**src/rtl/c1sc_pkg.sv**
```systemverilog
// Shared types, constants and cipher step functions for the Crypto1 word core.
// No dependencies; used by every module of the block.
package c1sc_pkg;

    localparam int unsigned HALF_W     = 24;
    localparam int unsigned WORD_W     = 32;
    localparam int unsigned KEY_W      = 48;
    localparam int unsigned ACT_W      = 2;
    localparam int unsigned STEP_IDX_W = $clog2(WORD_W);

    // Eight cipher steps are evaluated per clock; a word is WORD_CHUNKS chunks.
    localparam int unsigned STEPS_PER_CYCLE = 8;
    localparam int unsigned SUB_W           = $clog2(STEPS_PER_CYCLE);
    localparam int unsigned WORD_CHUNKS     = WORD_W / STEPS_PER_CYCLE;
    localparam int unsigned PHASE_W         = $clog2(WORD_CHUNKS);

    localparam int unsigned DEF_CMD_DEPTH = 2;
    localparam int unsigned DEF_RES_DEPTH = 2;

    // Action codes on the input port.
    localparam logic [ACT_W-1:0] ACT_LOAD     = 2'd0;
    localparam logic [ACT_W-1:0] ACT_CRYPT    = 2'd1;
    localparam logic [ACT_W-1:0] ACT_ROLLBACK = 2'd2;

    localparam logic [HALF_W-1:0] POLY_ODD  = 24'h29CE5C;
    localparam logic [HALF_W-1:0] POLY_EVEN = 24'h870804;
    localparam logic [31:0]       FILTER_OUT = 32'hEC57E80A;
    localparam logic [31:0]       NLF_T0 = 32'h000f22c0;
    localparam logic [31:0]       NLF_T1 = 32'h0006c9c0;
    localparam logic [31:0]       NLF_T2 = 32'h0003c8b0;
    localparam logic [31:0]       NLF_T3 = 32'h0001e458;
    localparam logic [31:0]       NLF_T4 = 32'h0000d938;

    // Step k uses word bit k ^ 24 (big-endian bytes, LSB first in each byte).
    localparam logic [STEP_IDX_W-1:0] BYTE_SWAP = 5'd24;

    // Decoded command, as the front hands it to the back.
    typedef struct packed {
        logic               load;
        logic               word_op;
        logic               back;
        logic [PHASE_W-1:0] last_phase;
        logic [WORD_W-1:0]  word;
        logic               fb;
        logic [KEY_W-1:0]   key;
    } cmd_t;

    typedef struct packed {
        logic [HALF_W-1:0] odd;
        logic [HALF_W-1:0] even;
    } halves_t;

    typedef struct packed {
        logic [HALF_W-1:0] odd;
        logic [HALF_W-1:0] even;
        logic [WORD_W-1:0] ks;
    } chunk_t;

    typedef struct packed {
        logic [WORD_W-1:0] ks;
        logic [KEY_W-1:0]  regv;
    } result_t;

    // Nonlinear filter over the low 20 bits of the odd half.
    function automatic logic nlf(input logic [HALF_W-1:0] x);
        logic [4:0]  f;
        logic [31:0] t;
        t    = NLF_T0 >> x[3:0];
        f[4] = t[4];
        t    = NLF_T1 >> x[7:4];
        f[3] = t[3];
        t    = NLF_T2 >> x[11:8];
        f[2] = t[2];
        t    = NLF_T3 >> x[15:12];
        f[1] = t[1];
        t    = NLF_T4 >> x[19:16];
        f[0] = t[0];
        t    = FILTER_OUT >> f;
        return t[0];
    endfunction

    function automatic halves_t key_to_halves(input logic [KEY_W-1:0] key);
        halves_t h;
        h.odd  = '0;
        h.even = '0;
        for (int i = 0; i < HALF_W; i++) begin
            h.odd[i ^ 3]  = key[2*i+1];
            h.even[i ^ 3] = key[2*i];
        end
        return h;
    endfunction

    function automatic logic [KEY_W-1:0] pack_reg(input logic [HALF_W-1:0] odd,
                                                  input logic [HALF_W-1:0] even);
        logic [KEY_W-1:0] v;
        v = '0;
        for (int i = 0; i < HALF_W; i++) begin
            v[2*i+1] = odd[i ^ 3];
            v[2*i]   = even[i ^ 3];
        end
        return v;
    endfunction

    // One clock's worth of cipher steps, forward or backward.
    function automatic chunk_t run_chunk(input logic [HALF_W-1:0]  odd_in,
                                         input logic [HALF_W-1:0]  even_in,
                                         input logic [WORD_W-1:0]  word,
                                         input logic               fb,
                                         input logic               back,
                                         input logic [PHASE_W-1:0] phase);
        chunk_t                c;
        logic [HALF_W-1:0]     o;
        logic [HALF_W-1:0]     e;
        logic [HALF_W-1:0]     e_sh;
        logic                  r;
        logic                  nb;
        logic [SUB_W-1:0]      j;
        logic [STEP_IDX_W-1:0] k;
        logic [STEP_IDX_W-1:0] pos;
        c.odd  = odd_in;
        c.even = even_in;
        c.ks   = '0;
        for (int i = 0; i < STEPS_PER_CYCLE; i++) begin
            j = SUB_W'(i);
            if (back) begin
                // rollback walks the steps from the last one down
                k    = {~phase, ~j};
                pos  = k ^ BYTE_SWAP;
                o    = c.even;
                e    = c.odd;
                r    = nlf(o);
                e_sh = {1'b0, e[HALF_W-1:1]};
                nb   = (r & fb) ^ e[0] ^ (^(e_sh & POLY_EVEN)) ^ (^(o & POLY_ODD))
                       ^ word[pos];
                c.odd  = o;
                c.even = {nb, e[HALF_W-1:1]};
            end else begin
                k    = {phase, j};
                pos  = k ^ BYTE_SWAP;
                o    = c.odd;
                e    = c.even;
                r    = nlf(o);
                e_sh = e;
                nb   = (r & fb) ^ (^(e_sh & POLY_EVEN)) ^ (^(o & POLY_ODD)) ^ word[pos];
                c.odd  = {e[HALF_W-2:0], nb};
                c.even = o;
            end
            c.ks[pos] = r;
        end
        return c;
    endfunction

endpackage

```
**src/rtl/c1sc_front.sv**
```systemverilog
// Front end: input queue that accepts items and decodes the action field.
// Depends on c1sc_pkg.
module c1sc_front #(
    parameter int unsigned DEPTH = c1sc_pkg::DEF_CMD_DEPTH
) (
    input  logic                         clk,
    input  logic                         rst_n,
    input  logic                         push,
    output logic                         full,
    input  logic [c1sc_pkg::ACT_W-1:0]  action,
    input  logic [c1sc_pkg::WORD_W-1:0] data_word,
    input  logic                         feedback_enable,
    input  logic [c1sc_pkg::KEY_W-1:0]  key_value,
    output logic                         cmd_valid,
    output c1sc_pkg::cmd_t               cmd,
    input  logic                         cmd_take
);
    import c1sc_pkg::*;

    localparam int unsigned PTR_W = (DEPTH > 1) ? $clog2(DEPTH) : 1;
    localparam int unsigned CNT_W = $clog2(DEPTH + 1);

    cmd_t             queue_reg [DEPTH];
    logic [PTR_W-1:0] wr_ptr_reg, wr_ptr_next;
    logic [PTR_W-1:0] rd_ptr_reg, rd_ptr_next;
    logic [CNT_W-1:0] count_reg, count_next;
    cmd_t             decoded;
    logic             do_push;
    logic             do_pop;

    always_comb
    begin
        decoded.load       = 1'b0;
        decoded.word_op    = 1'b0;
        decoded.back       = 1'b0;
        decoded.last_phase = '0;
        decoded.word       = data_word;
        decoded.fb         = feedback_enable;
        decoded.key        = key_value;
        unique case (action)
            ACT_LOAD:
            begin
                decoded.load = 1'b1;
            end
            ACT_CRYPT:
            begin
                decoded.word_op    = 1'b1;
                decoded.last_phase = PHASE_W'(WORD_CHUNKS - 1);
            end
            ACT_ROLLBACK:
            begin
                decoded.word_op    = 1'b1;
                decoded.back       = 1'b1;
                decoded.last_phase = PHASE_W'(WORD_CHUNKS - 1);
            end
            default:
            begin
                // unused code: report the register, leave it alone
                decoded.load = 1'b0;
            end
        endcase
    end

    assign full      = (count_reg == CNT_W'(DEPTH));
    assign cmd_valid = (count_reg != '0);
    assign cmd       = queue_reg[rd_ptr_reg];
    assign do_push   = push && !full;
    assign do_pop    = cmd_take && cmd_valid;

    always_comb
    begin
        wr_ptr_next = wr_ptr_reg;
        rd_ptr_next = rd_ptr_reg;
        count_next  = count_reg;
        if (do_push)
        begin
            wr_ptr_next = (wr_ptr_reg == PTR_W'(DEPTH - 1)) ? '0 : wr_ptr_reg + 1'b1;
        end
        if (do_pop)
        begin
            rd_ptr_next = (rd_ptr_reg == PTR_W'(DEPTH - 1)) ? '0 : rd_ptr_reg + 1'b1;
        end
        if (do_push && !do_pop)
        begin
            count_next = count_reg + 1'b1;
        end
        else if (do_pop && !do_push)
        begin
            count_next = count_reg - 1'b1;
        end
    end

    always_ff @(posedge clk or negedge rst_n)
    begin
        if (!rst_n)
        begin
            wr_ptr_reg <= '0;
            rd_ptr_reg <= '0;
            count_reg  <= '0;
        end
        else
        begin
            wr_ptr_reg <= wr_ptr_next;
            rd_ptr_reg <= rd_ptr_next;
            count_reg  <= count_next;
        end
    end

    always_ff @(posedge clk)
    begin
        if (do_push)
        begin
            queue_reg[wr_ptr_reg] <= decoded;
        end
    end

endmodule

```
**src/rtl/c1sc_back.sv**
```systemverilog
// Back end: cipher register, 8-steps-per-clock engine and result queue.
// Depends on c1sc_pkg; takes decoded commands from c1sc_front.
module c1sc_back #(
    parameter int unsigned RES_DEPTH = c1sc_pkg::DEF_RES_DEPTH
) (
    input  logic                         clk,
    input  logic                         rst_n,
    input  logic                         cmd_valid,
    input  c1sc_pkg::cmd_t               cmd,
    output logic                         cmd_take,
    output logic                         empty,
    input  logic                         pop,
    output logic [c1sc_pkg::WORD_W-1:0] keystream_word,
    output logic [c1sc_pkg::KEY_W-1:0]  register_value
);
    import c1sc_pkg::*;

    localparam int unsigned PTR_W = (RES_DEPTH > 1) ? $clog2(RES_DEPTH) : 1;
    localparam int unsigned CNT_W = $clog2(RES_DEPTH + 1);

    logic [HALF_W-1:0]  odd_reg, odd_next;
    logic [HALF_W-1:0]  even_reg, even_next;
    logic [PHASE_W-1:0] phase_reg, phase_next;
    logic [WORD_W-1:0]  ks_reg, ks_next;

    result_t            res_reg [RES_DEPTH];
    logic [PTR_W-1:0]   wr_ptr_reg, wr_ptr_next;
    logic [PTR_W-1:0]   rd_ptr_reg, rd_ptr_next;
    logic [CNT_W-1:0]   count_reg, count_next;

    chunk_t             chunk;
    halves_t            loaded;
    result_t            res_new;
    logic               last;
    logic               room;
    logic               step_en;
    logic               do_pop;

    assign chunk  = run_chunk(odd_reg, even_reg, cmd.word, cmd.fb, cmd.back, phase_reg);
    assign loaded = key_to_halves(cmd.key);

    assign last     = (phase_reg == cmd.last_phase);
    assign room     = (count_reg != CNT_W'(RES_DEPTH));
    // mid-word chunks need no result slot, only the closing one does
    assign step_en  = cmd_valid && (!last || room);
    assign cmd_take = step_en && last;
    assign do_pop   = pop && !empty;

    always_comb
    begin
        odd_next   = odd_reg;
        even_next  = even_reg;
        ks_next    = '0;
        phase_next = phase_reg;
        if (cmd.load)
        begin
            odd_next  = loaded.odd;
            even_next = loaded.even;
        end
        else if (cmd.word_op)
        begin
            odd_next  = chunk.odd;
            even_next = chunk.even;
            ks_next   = ((phase_reg == '0) ? '0 : ks_reg) | chunk.ks;
        end
        if (step_en)
        begin
            phase_next = last ? '0 : phase_reg + 1'b1;
        end
    end

    assign res_new.ks   = ks_next;
    assign res_new.regv = pack_reg(odd_next, even_next);

    always_comb
    begin
        wr_ptr_next = wr_ptr_reg;
        rd_ptr_next = rd_ptr_reg;
        count_next  = count_reg;
        if (cmd_take)
        begin
            wr_ptr_next = (wr_ptr_reg == PTR_W'(RES_DEPTH - 1)) ? '0 : wr_ptr_reg + 1'b1;
        end
        if (do_pop)
        begin
            rd_ptr_next = (rd_ptr_reg == PTR_W'(RES_DEPTH - 1)) ? '0 : rd_ptr_reg + 1'b1;
        end
        if (cmd_take && !do_pop)
        begin
            count_next = count_reg + 1'b1;
        end
        else if (do_pop && !cmd_take)
        begin
            count_next = count_reg - 1'b1;
        end
    end

    always_ff @(posedge clk or negedge rst_n)
    begin
        if (!rst_n)
        begin
            odd_reg    <= '0;
            even_reg   <= '0;
            phase_reg  <= '0;
            wr_ptr_reg <= '0;
            rd_ptr_reg <= '0;
            count_reg  <= '0;
        end
        else
        begin
            if (step_en)
            begin
                odd_reg  <= odd_next;
                even_reg <= even_next;
            end
            phase_reg  <= phase_next;
            wr_ptr_reg <= wr_ptr_next;
            rd_ptr_reg <= rd_ptr_next;
            count_reg  <= count_next;
        end
    end

    always_ff @(posedge clk)
    begin
        if (step_en)
        begin
            ks_reg <= ks_next;
        end
        if (cmd_take)
        begin
            res_reg[wr_ptr_reg] <= res_new;
        end
    end

    assign empty          = (count_reg == '0);
    assign keystream_word = res_reg[rd_ptr_reg].ks;
    assign register_value = res_reg[rd_ptr_reg].regv;

endmodule

```
**src/rtl/crypto1_stream_cipher_word_core.sv**
```systemverilog
// Crypto1 stream cipher word core: top level joining front queue and cipher back end.
// Depends on c1sc_pkg, c1sc_front and c1sc_back.
//
// Usage:
//   Input channel is queue-like: drive action/data_word/feedback_enable/key_value and
//   raise push; the item is taken on a clock edge where push is high and full is low.
//   Result channel: while empty is low, keystream_word/register_value show the oldest
//   result; it is taken on an edge where pop is high and empty is low.
//   Action load puts key_value into the 48-bit register.
//   Crypt and rollback run 32 cipher steps, 8 per clock while the engine is not paused;
//   the 8-step filter/feedback chain of the step unit sets that rate.
//   Unused action code 3 returns the current register with a zero keystream word.
// Throughput: the engine works on one word item at a time; one load per cycle while the
//   result queue has room.
// The front queue (CMD_DEPTH items) keeps taking items while the engine works; the
//   result queue (RES_DEPTH items) lets results wait. If the result queue is full the
//   engine pauses before its last step group, and once the front queue fills, full rises.
// Reset clears the cipher register to zero and empties both queues.
module crypto1_stream_cipher_word_core #(
    parameter int unsigned CMD_DEPTH = c1sc_pkg::DEF_CMD_DEPTH,
    parameter int unsigned RES_DEPTH = c1sc_pkg::DEF_RES_DEPTH
) (
    input  logic                         clk,
    input  logic                         rst_n,
    input  logic                         push,
    output logic                         full,
    input  logic [c1sc_pkg::ACT_W-1:0]  action,
    input  logic [c1sc_pkg::WORD_W-1:0] data_word,
    input  logic                         feedback_enable,
    input  logic [c1sc_pkg::KEY_W-1:0]  key_value,
    output logic                         empty,
    input  logic                         pop,
    output logic [c1sc_pkg::WORD_W-1:0] keystream_word,
    output logic [c1sc_pkg::KEY_W-1:0]  register_value
);
    import c1sc_pkg::*;

    cmd_t cmd;
    logic cmd_valid;
    logic cmd_take;

    // item intake and action decode
    c1sc_front #(
        .DEPTH (CMD_DEPTH)
    ) u_front (
        .clk             (clk),
        .rst_n           (rst_n),
        .push            (push),
        .full            (full),
        .action          (action),
        .data_word       (data_word),
        .feedback_enable (feedback_enable),
        .key_value       (key_value),
        .cmd_valid       (cmd_valid),
        .cmd             (cmd),
        .cmd_take        (cmd_take)
    );

    // cipher register, step engine and result queue
    c1sc_back #(
        .RES_DEPTH (RES_DEPTH)
    ) u_back (
        .clk            (clk),
        .rst_n          (rst_n),
        .cmd_valid      (cmd_valid),
        .cmd            (cmd),
        .cmd_take       (cmd_take),
        .empty          (empty),
        .pop            (pop),
        .keystream_word (keystream_word),
        .register_value (register_value)
    );

endmodule

```
**config.mk**
```make
export PLATFORM = sky130hd
export DESIGN_NAME = crypto1_stream_cipher_word_core
export DESIGN_NICKNAME = d
export VERILOG_FILES = /design/src/rtl/c1sc_pkg.sv /design/src/rtl/c1sc_front.sv /design/src/rtl/c1sc_back.sv /design/src/rtl/crypto1_stream_cipher_word_core.sv
export SDC_FILE = /design/constraint.sdc
export NUM_CORES = 1
export LEC_CHECK = 0
export BUFFER_PORTS_ARGS = -buffer_cell sky130_fd_sc_hd__buf_2
export CORE_UTILIZATION = 50
export CTS_CLUSTER_DIAMETER = 60
export DETAILED_ROUTE_END_ITERATION = 6
export MAX_ROUTING_LAYER = met4
export PLACE_DENSITY = 0.77
export SLEW_MARGIN = 20
export SYNTH_ARGS = -nofsm -noshare
export SYNTH_HDL_FRONTEND = slang
export SYNTH_SLANG_ARGS = --single-unit
```
**constraint.sdc**
```tcl
create_clock -name clk -period 12.29 [get_ports clk]
set_clock_uncertainty 0.2 [all_clocks]
set_input_delay 1.229 -clock clk [delete_from_list [all_inputs] [get_ports clk]]
set_output_delay 1.229 -clock clk [all_outputs]
set_load 0.01 [all_outputs]
```
== Word-level counts from Yosys, hierarchy flattened ==
Memory sizes are Yosys's and may differ from the RTL's.
Index checks and enable logic that the tools add are counted.
Storage, ports and cells
  flip-flop bits (word level): 90
  memory bits (writable): 332
  input port bits: 87
  logic and storage cells: 397
  memories kept: 2
Memories
  u_front.queue_reg: words 2, width 86, read ports 1, clocked after Yosys merged registers in 0, wr ports 1, RTL line c1sc_front.sv:23  | cmd_t queue_reg [DEPTH];
  u_back.res_reg: words 2, width 80, read ports 1, clocked after Yosys merged registers in 0, wr ports 1, RTL line c1sc_back.sv:26  | result_t res_reg [RES_DEPTH];
Cells by class
  add/sub/neg operators: 9
  order comparisons: 32
  equal/unequal tests: 5
  shifts and indexed selects: 96
  multiplexer cells: 103
  bitwise logic cells: 76
  reduce and logical (&&, ||, !) cells: 64
Operators by type and width (number)
  XOR reduction 24 bit: 32
  >> shifter 32 x 5 -> 1 bit, first input constant: 16
  2-to-1 mux 48 bit: 8
  >> shifter 20 x 4 -> 5 bit, first input constant: 16
  >> shifter 19 x 4 -> 4 bit, first input constant: 16
  >> shifter 18 x 4 -> 3 bit, first input constant: 16
  >> shifter 17 x 4 -> 2 bit, first input constant: 16
  >> shifter 16 x 4 -> 1 bit, first input constant: 16
  bitwise mux 32 bit: 7
  less-than comparator 5 x 6 -> 1 bit, second input constant: 24
  2-to-1 mux 24 bit: 4
  2-to-1 mux 32 bit: 3
  XOR 1 bit: 56
  2-to-1 mux 1 bit: 43
  demux 1 bit (select 5 bit): 8
  greater-or-equal comparator 5 x 1 -> 1 bit, second input constant: 8
  2-to-1 mux 5 bit: 8
  bitwise AND 32 bit: 1
  binary-select mux 1 bit (select 2 bit): 16
  bitwise OR 32 bit: 1
  logical AND 1 bit: 17
  bitwise AND 1 bit: 16
  2-to-1 mux 2 bit: 6
  zero test 1 bit: 7
  other kinds (12): 24

== Logic depth before layout (Yosys ltp) ==
Gate-level depths: netlist (run 1).
  word-level depth: 66
  depth in mapped cells: 39
  gate-level depth less buffers: 28

== Hierarchy ==
A second synthesis (run 1) with hierarchy kept.
Unflattened totals
  cell total of the unflattened synthesis: 2505
  area total of the unflattened synthesis: 26648.1 um^2
By module, submodules not included
  c1sc_back: instances 1, cells each 2219, area each 20333.3 um^2
  c1sc_front: instances 1, cells each 286, area each 6314.8 um^2

== Least setup slack after synthesis (run 1) ==
Ideal clock, no wire load.
  path kind: register to register
  start point: register u_front.rd_ptr_reg
  end point: register u_back.ks_reg[23], data pin
  library setup time: 0.274 ns
  arrival time: 8.284 ns
  data required time: 11.816 ns
  setup slack: 3.532 ns
  cell stages (with the launch flop): 38
  clock period less this slack: 8.758 ns
  cell sequence: dfrtp_1 -> buf_6 -> mux2i_4 -> buf_4 -> buf_4 -> buf_6 -> clkbuf_1 -> buf_1 -> clkbuf_1 -> clkbuf_1 -> clkbuf_1 -> clkbuf_1 -> nand2_1 -> nand2_1 -> ha_1 -> nand2_1 -> o22ai_1 -> a22oi_1 -> (+2 left out) -> o311a_1 -> mux2i_4 -> a21bo_2 -> o21a_2 -> mux2_4 -> a211o_1 -> buf_6 -> and3_4 -> or4_4 -> nand2_2 -> a211oi_2 -> a2111oi_4 -> xor2_1 -> a32oi_1 -> nor4_2 -> nor3_2 -> a222oi_1 -> nor2_1
On the way
  cells in the longest elaborated chain, start to end: 55
  elaborated cells on any way between the ends: 265
  those cells by class: order compare: 16; shift: 84; mux: 74; bitwise: 60; reduce/logical: 30; memory: 1
Ends and longest elaborated chain
  from (decl): RTL line c1sc_front.sv:25  | logic [PTR_W-1:0] rd_ptr_reg, rd_ptr_next;
  from (signal assigned): RTL line c1sc_front.sv:104  | rd_ptr_reg <= rd_ptr_next;
  memory read (2 x 86 bit) (*)
  bitwise AND 1 bit: RTL line c1sc_pkg.sv:144  | nb = (r & fb) ^ (^(e_sh & POLY_EVEN)) ^ (^(o & POLY_ODD)) ^ word[pos];
  XOR 1 bit (3 in series): RTL line c1sc_pkg.sv:144
  2-to-1 mux 48 bit: RTL line c1sc_pkg.sv:125  | if (back) begin
  >> shifter 20 x 4 -> 5 bit: RTL line c1sc_pkg.sv:68  | t = NLF_T0 >> x[3:0];
  >> shifter 32 x 5 -> 1 bit: RTL line c1sc_pkg.sv:78  | t = FILTER_OUT >> f;
  bitwise AND 1 bit: RTL line c1sc_pkg.sv:144
  XOR 1 bit (3 in series): RTL line c1sc_pkg.sv:144
  (+36 left out)
  >> shifter 20 x 4 -> 5 bit: RTL line c1sc_pkg.sv:68
  >> shifter 32 x 5 -> 1 bit: RTL line c1sc_pkg.sv:78
  2-to-1 mux 1 bit: RTL line c1sc_pkg.sv:125
  bitwise mux 32 bit: RTL line c1sc_pkg.sv:148  | c.ks[pos] = r;
  bitwise OR 32 bit: RTL line c1sc_back.sv:64  | ks_next = ((phase_reg == '0) ? '0 : ks_reg) | chunk.ks;
  2-to-1 mux 32 bit: RTL line c1sc_back.sv:60  | else if (cmd.word_op)
  2-to-1 mux 32 bit (*): RTL line c1sc_back.sv:55  | if (cmd.load)
  named net u_back.ks_next[23]: RTL line c1sc_back.sv:24  | logic [WORD_W-1:0] ks_reg, ks_next;
  to (signal assigned): RTL line c1sc_back.sv:127  | ks_reg <= ks_next;
  to (decl): RTL line c1sc_back.sv:24
Mark *: on every way through the listed nets, which the timed path passes. The rest lies on a longest branch. The select of a mux whose other input is x is not followed.
A chain may end at the register's enable or synchronous reset.

== Worst setup path after layout (run 1) ==
  start point: register u_front.rd_ptr_reg
  end point: memory u_back.res_reg[1][71] (netlist bit), data pin
On the way
  cells in the longest elaborated chain, start to end: 55
  elaborated cells on any way between the ends: 265
  those cells by class: order compare: 16; shift: 84; mux: 74; bitwise: 60; reduce/logical: 30; memory: 1
Ends and longest elaborated chain (RTL line)
  memory read (2 x 86 bit) (*)
  bitwise AND 1 bit: c1sc_pkg.sv:144
  XOR 1 bit (3 in series): c1sc_pkg.sv:144
  2-to-1 mux 48 bit: c1sc_pkg.sv:125
  >> shifter 20 x 4 -> 5 bit: c1sc_pkg.sv:68
  >> shifter 32 x 5 -> 1 bit: c1sc_pkg.sv:78
  bitwise AND 1 bit: c1sc_pkg.sv:144
  XOR 1 bit (3 in series): c1sc_pkg.sv:144
  (+36 left out)
  >> shifter 20 x 4 -> 5 bit: c1sc_pkg.sv:68
  >> shifter 32 x 5 -> 1 bit: c1sc_pkg.sv:78
  2-to-1 mux 1 bit: c1sc_pkg.sv:125
  bitwise mux 32 bit: c1sc_pkg.sv:148
  bitwise OR 32 bit: c1sc_back.sv:64
  2-to-1 mux 32 bit: c1sc_back.sv:60
  2-to-1 mux 32 bit (*): c1sc_back.sv:55
  named net u_back.ks_next[23]: c1sc_back.sv:24
  to (decl): c1sc_back.sv:26
Marks and branches as above.

==> results.json, run 1 <==
{
  "yosys_warnings": 0,
  "cts_num_sinks": 418,
  "synthFlopType": "edfxtp_1",
  "dp_hpwl_mm": 67.03,
  "drt_iter0_drc": 2337,
  "die-width_um": 233.9,
  "io_buffer_count": 168,
  "final_cell_mix": "edfxtp_1, nand2_1, xnor2_1, buf_2, nor2_1",
  "drv_slew": 0,
  "grt_usage_pct": 34.32,
  "routed_wl_mm": 90.87,
  "worstHoldStart": "u_back.count_reg[1]",
  "synth_edf_count": 360,
  "ant_nets": 0,
  "max_stage_delay_ns": 0.71,
  "hp-class": "register to register",
  "crit_path_frequent_cell": "nand2_1",
  "synth-simple-area-share_pct": 11.91,
  "vias": 21150,
  "ys_ff_latch": 418,
  "cts_buffer_depth": 3,
  "via_per_inst": 6.290,
  "yosys-top-cells-area": "edfxtp_1, xnor2_1, dfrtp_1, mux2_2, nand2_1",
  "slowest_stage": "mux2_4",
  "start_util_pct": 50.87,
  "insertion_delay_ns": 0.59,
  "cp-startpoint": "u_front.rd_ptr_reg",
  "cp.buffers_inverters": 1,
  "crit_type": "register to register",
  "die_area_sq_um": 54710,
  "syn_inst": 2546,
  "final.setup.tns_ns": 0,
  "antenna_found_initial": 0,
  "fp.dieH_um": 233.9,
  "synth_xor_area_share_pct": 10.13,
  "synth_cell_types": 95,
  "drive_gt1_share_pct": 18.47,
  "synth_fa_ha_area_share_pct": 3.285,
  "wl_per_cell_um": 27.03,
  "cp_max_fo": 47,
  "htreeDepth": 2,
  "yosys-mux-area-fraction_pct": 12.47,
  "synthesis.area_sq_um": 26890,
  "synth-compound-area-share_pct": 12.64,
  "critical_path_arrival_ns": 9.50,
  "synth_top_family_by_area": "compound AO/OA/AOI/OAI gates",
  "cts_buffers": 45,
  "relSlewSlack_pct": 22.87,
  "rsz0062_at_grt": "no",
  "fmax_mhz": 107.7,
  "grt_max_degree": 118,
  "hold_viol": 0,
  "cts.repair.resized": 0,
  "cts_tree": "built",
  "drcViolationCount": 13,
  "io_pins": 169,
  "clkTransAtPathRegs_ns": 0.06,
  "setup_violations": 0,
  "final_nets": 2794,
  "status": "finished, violations left",
  "post-route-period-util_pct": 75.56,
  "fillers": 4461,
  "violations": "design-rule violations",
  "core_area_sq_um": 52870,
  "maxCapViolCount": 0,
  "worstSetupEndpointType": "register",
  "cp_top_family": "compound AO/OA/AOI/OAI gates",
  "worst_pin_slew_ns": 1.155,
  "rows": 84,
  "gr-total-overflow": 0,
  "drtPass1Iterations": 7,
  "area_growth_pct": 10.79,
  "yosysTopAreaCellShare_pct": 40.20,
  "final_common_cell": "edfxtp_1",
  "yosysSeqAreaShare_pct": 45.60,
  "reg2reg_from": "u_front.rd_ptr_reg",
  "startpoint_type": "register",
  "n_antenna_cell": 0,
  "routabilityCongestion": 1.022,
  "syn-num-nets": 2702,
  "postCtsSetupRepairBufs": 0,
  "cts_hold_buf": 0,
  "clock-root-buffer": "clkbuf_16",
  "async_reset_ff_share_pct": 13.88,
  "syn_avg_cell_area_sq_um": 10.56,
  "largest_reg_flops": 168,
  "synth_top_cell_by_area": "edfxtp_1",
  "finalCriticalPeriod_ns": 9.286,
  "grt_first_pass_wirelength_mm": 132.3,
  "first_global_vias": 20570,
  "worstPathRequired_ns": 12.50
}
==> metal layers <==
layer / wire (um) / up-vias / GRT usage, %
met4: 5430 / 0 / 18.30
li1: - / 9455 / -
met5: 0 / - / -
met1: 36280 / 10370 / 42.57
met3: 6550 / 234 / 4.608
met2: 42610 / 1083 / 54.64
==> Yosys cell counts (all sizes together), types with 9 or more instances <==
library cell and count:
o221ai 10, clkbuf 119, nor3 28, o21a 10, nor2b 23, nand2b 27
a31oi 13, nor2 167, and2 32, mux2i 96, a21oi 163, xor2 60
or3 16, o21ai 140, mux4 45, a222oi 12, nand3 65, xnor2 237
buf 52, edfxtp 360, ha 69, nand2 286, inv 90, nor3b 9
and3 16, o211ai 64, dfrtp 58, mux2 120, a211oi 22, o22ai 9
==> path summary, 6_finish.rpt <==
kind	endpoint	slack, ns	cells after the start
worst min-delay path	u_back.count_reg[1]	0.34	1
worst min register to register	u_back.count_reg[1]	0.34	1
max in group asynchronous	u_back.rd_ptr_reg	10.50	2
worst max-delay path	u_back.res_reg[1][71]	3.00	27
min in group asynchronous	u_front.count_reg[1]	0.66	2
worst max register to register	u_back.res_reg[1][71]	3.00	27
==> worst reg2reg max path: stages, from the launching register on <==
cell,delay (ns)
dfrtp_4,0.43
buf_4,0.67
mux2_4,0.72
nand2_1,0.33
nand2_1,0.25
ha_1,0.28
nor3b_1,0.23
a31oi_1,0.06
o221ai_1,0.56
a21oi_1,0.09
a2111o_1,0.44
o311a_1,0.35
mux2i_4,0.21
nand2_1,0.11
o21a_2,0.27
xnor2_1,0.60
a211o_1,0.43
nor3b_1,0.34
or4_4,0.21
nand2_2,0.07
a21o_1,0.27
a2111oi_4,0.38
xor2_1,0.17
a32oi_1,0.42
nor4_2,0.11
nor3_2,0.51
a222oi_1,0.17
nor2_1,0.21
==> cells by family (layout without fill, tap and decap cells) <==
kind of cell    after synthesis  after routing
simple gates                700            700
compound gates              531            531
flops                       418            418
xor+xnor                    302            302
buf+inv                     263            391
mux                         261            261
fa+ha+maj                    71             71
==> cell type report <==
cell class	count	area (sq um)	area share, %
Multi-Input combinational cell	1865	13620	45.70
Sequential cell	418	12270	41.18
Clock buffer	63	1316	4.418
Timing Repair Buffer	216	1217	4.086
Tap cell	688	860.8	2.889
Inverter	92	346.6	1.163
Clock inverter	20	167.7	0.5627
==> stage by stage <==
step                      cells  util (%)  cell area [sq um]  setup WS [ns]  hold slack, ns
after floorplan            2546         -              26890          3.532          0.2604
after global placement     3279     53.53              28300          3.588          0.2952
after detailed placement   3279     53.53              28300          3.247          0.3263
after CTS                  3362     56.34              29780          3.191          0.3405
after global routing       3362     56.36              29790          2.427          0.3501
final                      3362     56.36              29790          3.004          0.3423
Power of run 1 is not shown: default switching activity piles up to over one toggle a cycle in this logic, so the estimate is an artifact.
==> run 2, diff against run 1 <==
Settings changed: PLACE_DENSITY 0.77 to 0.79.
Clock period 12.29 ns to 7.7 ns, I/O delays scaled along.
==> run 2 against run 1 <==
Against the previous run:
- the flow still finishes with violations (design-rule violations)
- critical path depth down 2
- wire length up 2.3%
- worst hold slack got worse by 0.18 ns
- register-to-register slack lost 2.7 ns
- critical endpoint is now u_back.res_reg[0][7]
- highest routed layer unchanged
==> results.json, run 2 (synthesis gave the netlist of run 1 again) <==
{
  "setup_violations": 0,
  "io_buffer_count": 168,
  "relSlewSlack_pct": 15.46,
  "maxCapViolCount": 0,
  "ant_nets": 0,
  "worstHoldStart": "data_word[20]",
  "hp-class": "primary input to register",
  "insertion_delay_ns": 0.59,
  "via_per_inst": 6.238,
  "worstPathRequired_ns": 7.80,
  "vias": 21550,
  "fillers": 4411,
  "reg2reg_from": "u_front.rd_ptr_reg",
  "area_growth_pct": 14.04,
  "place_inst": 3367,
  "critical_path_arrival_ns": 7.46,
  "htreeDepth": 2,
  "routed_wl_mm": 92.96,
  "drive_gt1_share_pct": 21.67,
  "holdWs_ns": 0.1666,
  "wl_per_cell_um": 26.91,
  "multi_input_area_sq_um": 13780,
  "final_nets": 2883,
  "die_area_sq_um": 54710,
  "fp.dieH_um": 233.9,
  "final_common_cell": "edfxtp_1",
  "core_area_sq_um": 52870,
  "startpoint_type": "register",
  "dp_hpwl_mm": 70.40,
  "rows": 84,
  "cts_tree": "built",
  "largest_reg_flops": 168,
  "rsz0062_at_grt": "no",
  "final.setup.tns_ns": 0,
  "clock-root-buffer": "clkbuf_16",
  "drv_slew": 0,
  "start_util_pct": 50.87,
  "grt_usage_pct": 35.33,
  "antenna_found_initial": 1,
  "drcViolationCount": 20,
  "grt_max_degree": 90,
  "violations": "design-rule violations",
  "cts_num_sinks": 418,
  "worstSetupEndpointType": "register",
  "pre_cts_ws_ns": 0.2195,
  "worst_slack_ns": 0.3357,
  "drtPass1Iterations": 7,
  "cts_buffers": 45,
  "routabilityCongestion": 1.023,
  "final_cells": 3455,
  "gr-total-overflow": 0,
  "finalCriticalPeriod_ns": 7.364,
  "grt_first_pass_wirelength_mm": 136.1,
  "rr_worst_depth": 25,
  "cp_max_fo": 27,
  "hold_depth": 1,
  "clkTransAtPathRegs_ns": 0.06,
  "status": "finished, violations left",
  "cts_buffer_depth": 3,
  "cp-startpoint": "u_front.rd_ptr_reg",
  "crit_type": "register to register",
  "fmax_mhz": 135.8,
  "final_cell_mix": "edfxtp_1, nand2_1, xnor2_1, buf_2, nor2_1",
  "worst_pin_slew_ns": 1.258,
  "post-route-period-util_pct": 95.64,
  "hold_viol": 0,
  "first_global_vias": 21200,
  "io_pins": 169,
  "drt_iter0_drc": 2254,
  "ff_latch_area_sq_um": 12270,
  "die-width_um": 233.9
}
==> run 2: cell types whose count changed in the layout (fill, tap and decap cells not counted), sizes merged <==
cell      delta
diode        +3
clkbuf       -3
inv          +3
bufinv       +2
clkinvlp     +1
clkinv       -2
buf         +89
==> run 2: stage by stage <==
step	util [%]	area, sq um
floorplan	-	27160
global placement	55.10	29130
detailed placement	55.10	29130
CTS	57.93	30620
global route	58.00	30660
finish	58.01	30670
==> run 2: path summary, 6_finish.rpt <==
check	endpoint	slack [ns]
worst max-delay path	u_back.res_reg[0][7]	0.34
worst min-delay path	u_front.queue_reg[1][69]	0.17
worst max register to register	u_back.res_reg[0][7]	0.34
worst min register to register	u_front.count_reg[1]	0.34
max in group asynchronous	u_front.rd_ptr_reg	6.43
min in group asynchronous	u_back.count_reg[1]	0.18
==> run 2: layout make-up <==
class	count	share of cell area, %
antenna	3	0.02448
clock buffer	60	4.019
multi-input combinational	1865	44.94
inverter	92	1.130
sequential	418	40.01
tap	688	2.807
timing repair buffer	305	6.218
clock inverter	24	0.8527
==> run 2: worst max-delay path, stage by stage, from the launching register on <==
cell	delay, ns
dfrtp_4	0.50
mux2_4	0.44
buf_4	0.41
mux2i_1	0.61
or3_1	0.21
o2111ai_1	0.16
a21oi_1	0.38
a21oi_1	0.12
o221ai_1	0.28
buf_4	0.19
nor2_1	0.04
a21bo_2	0.23
o21a_4	0.18
mux2_4	0.30
a211o_1	0.29
nor3b_4	0.19
or4_4	0.56
nand2_4	0.09
a21o_1	0.21
a2111oi_4	0.11
xor2_2	0.22
a32oi_2	0.38
nor4_4	0.09
o32a_1	0.39
a21oi_1	0.20
a21oi_1	0.08
==> run 2: layer usage <==
metal	vias to the layer above	track usage (%)	share of wire, %
li1	9656	-	-
met1	10580	43.28	40
met2	1026	55.63	47
met3	290	5.216	7.0
met4	0	20.78	6.6
met5	-	-	0
==> run 2: timing repair <==
item | 4_1_cts | 5_1_grt
buffers inserted | 0 | 1
gates resized for setup | 0 | 5
setup endpoints to repair | 0 | 16
hold buffers | 0 | 0
Power of run 2 is left out for the same reason.
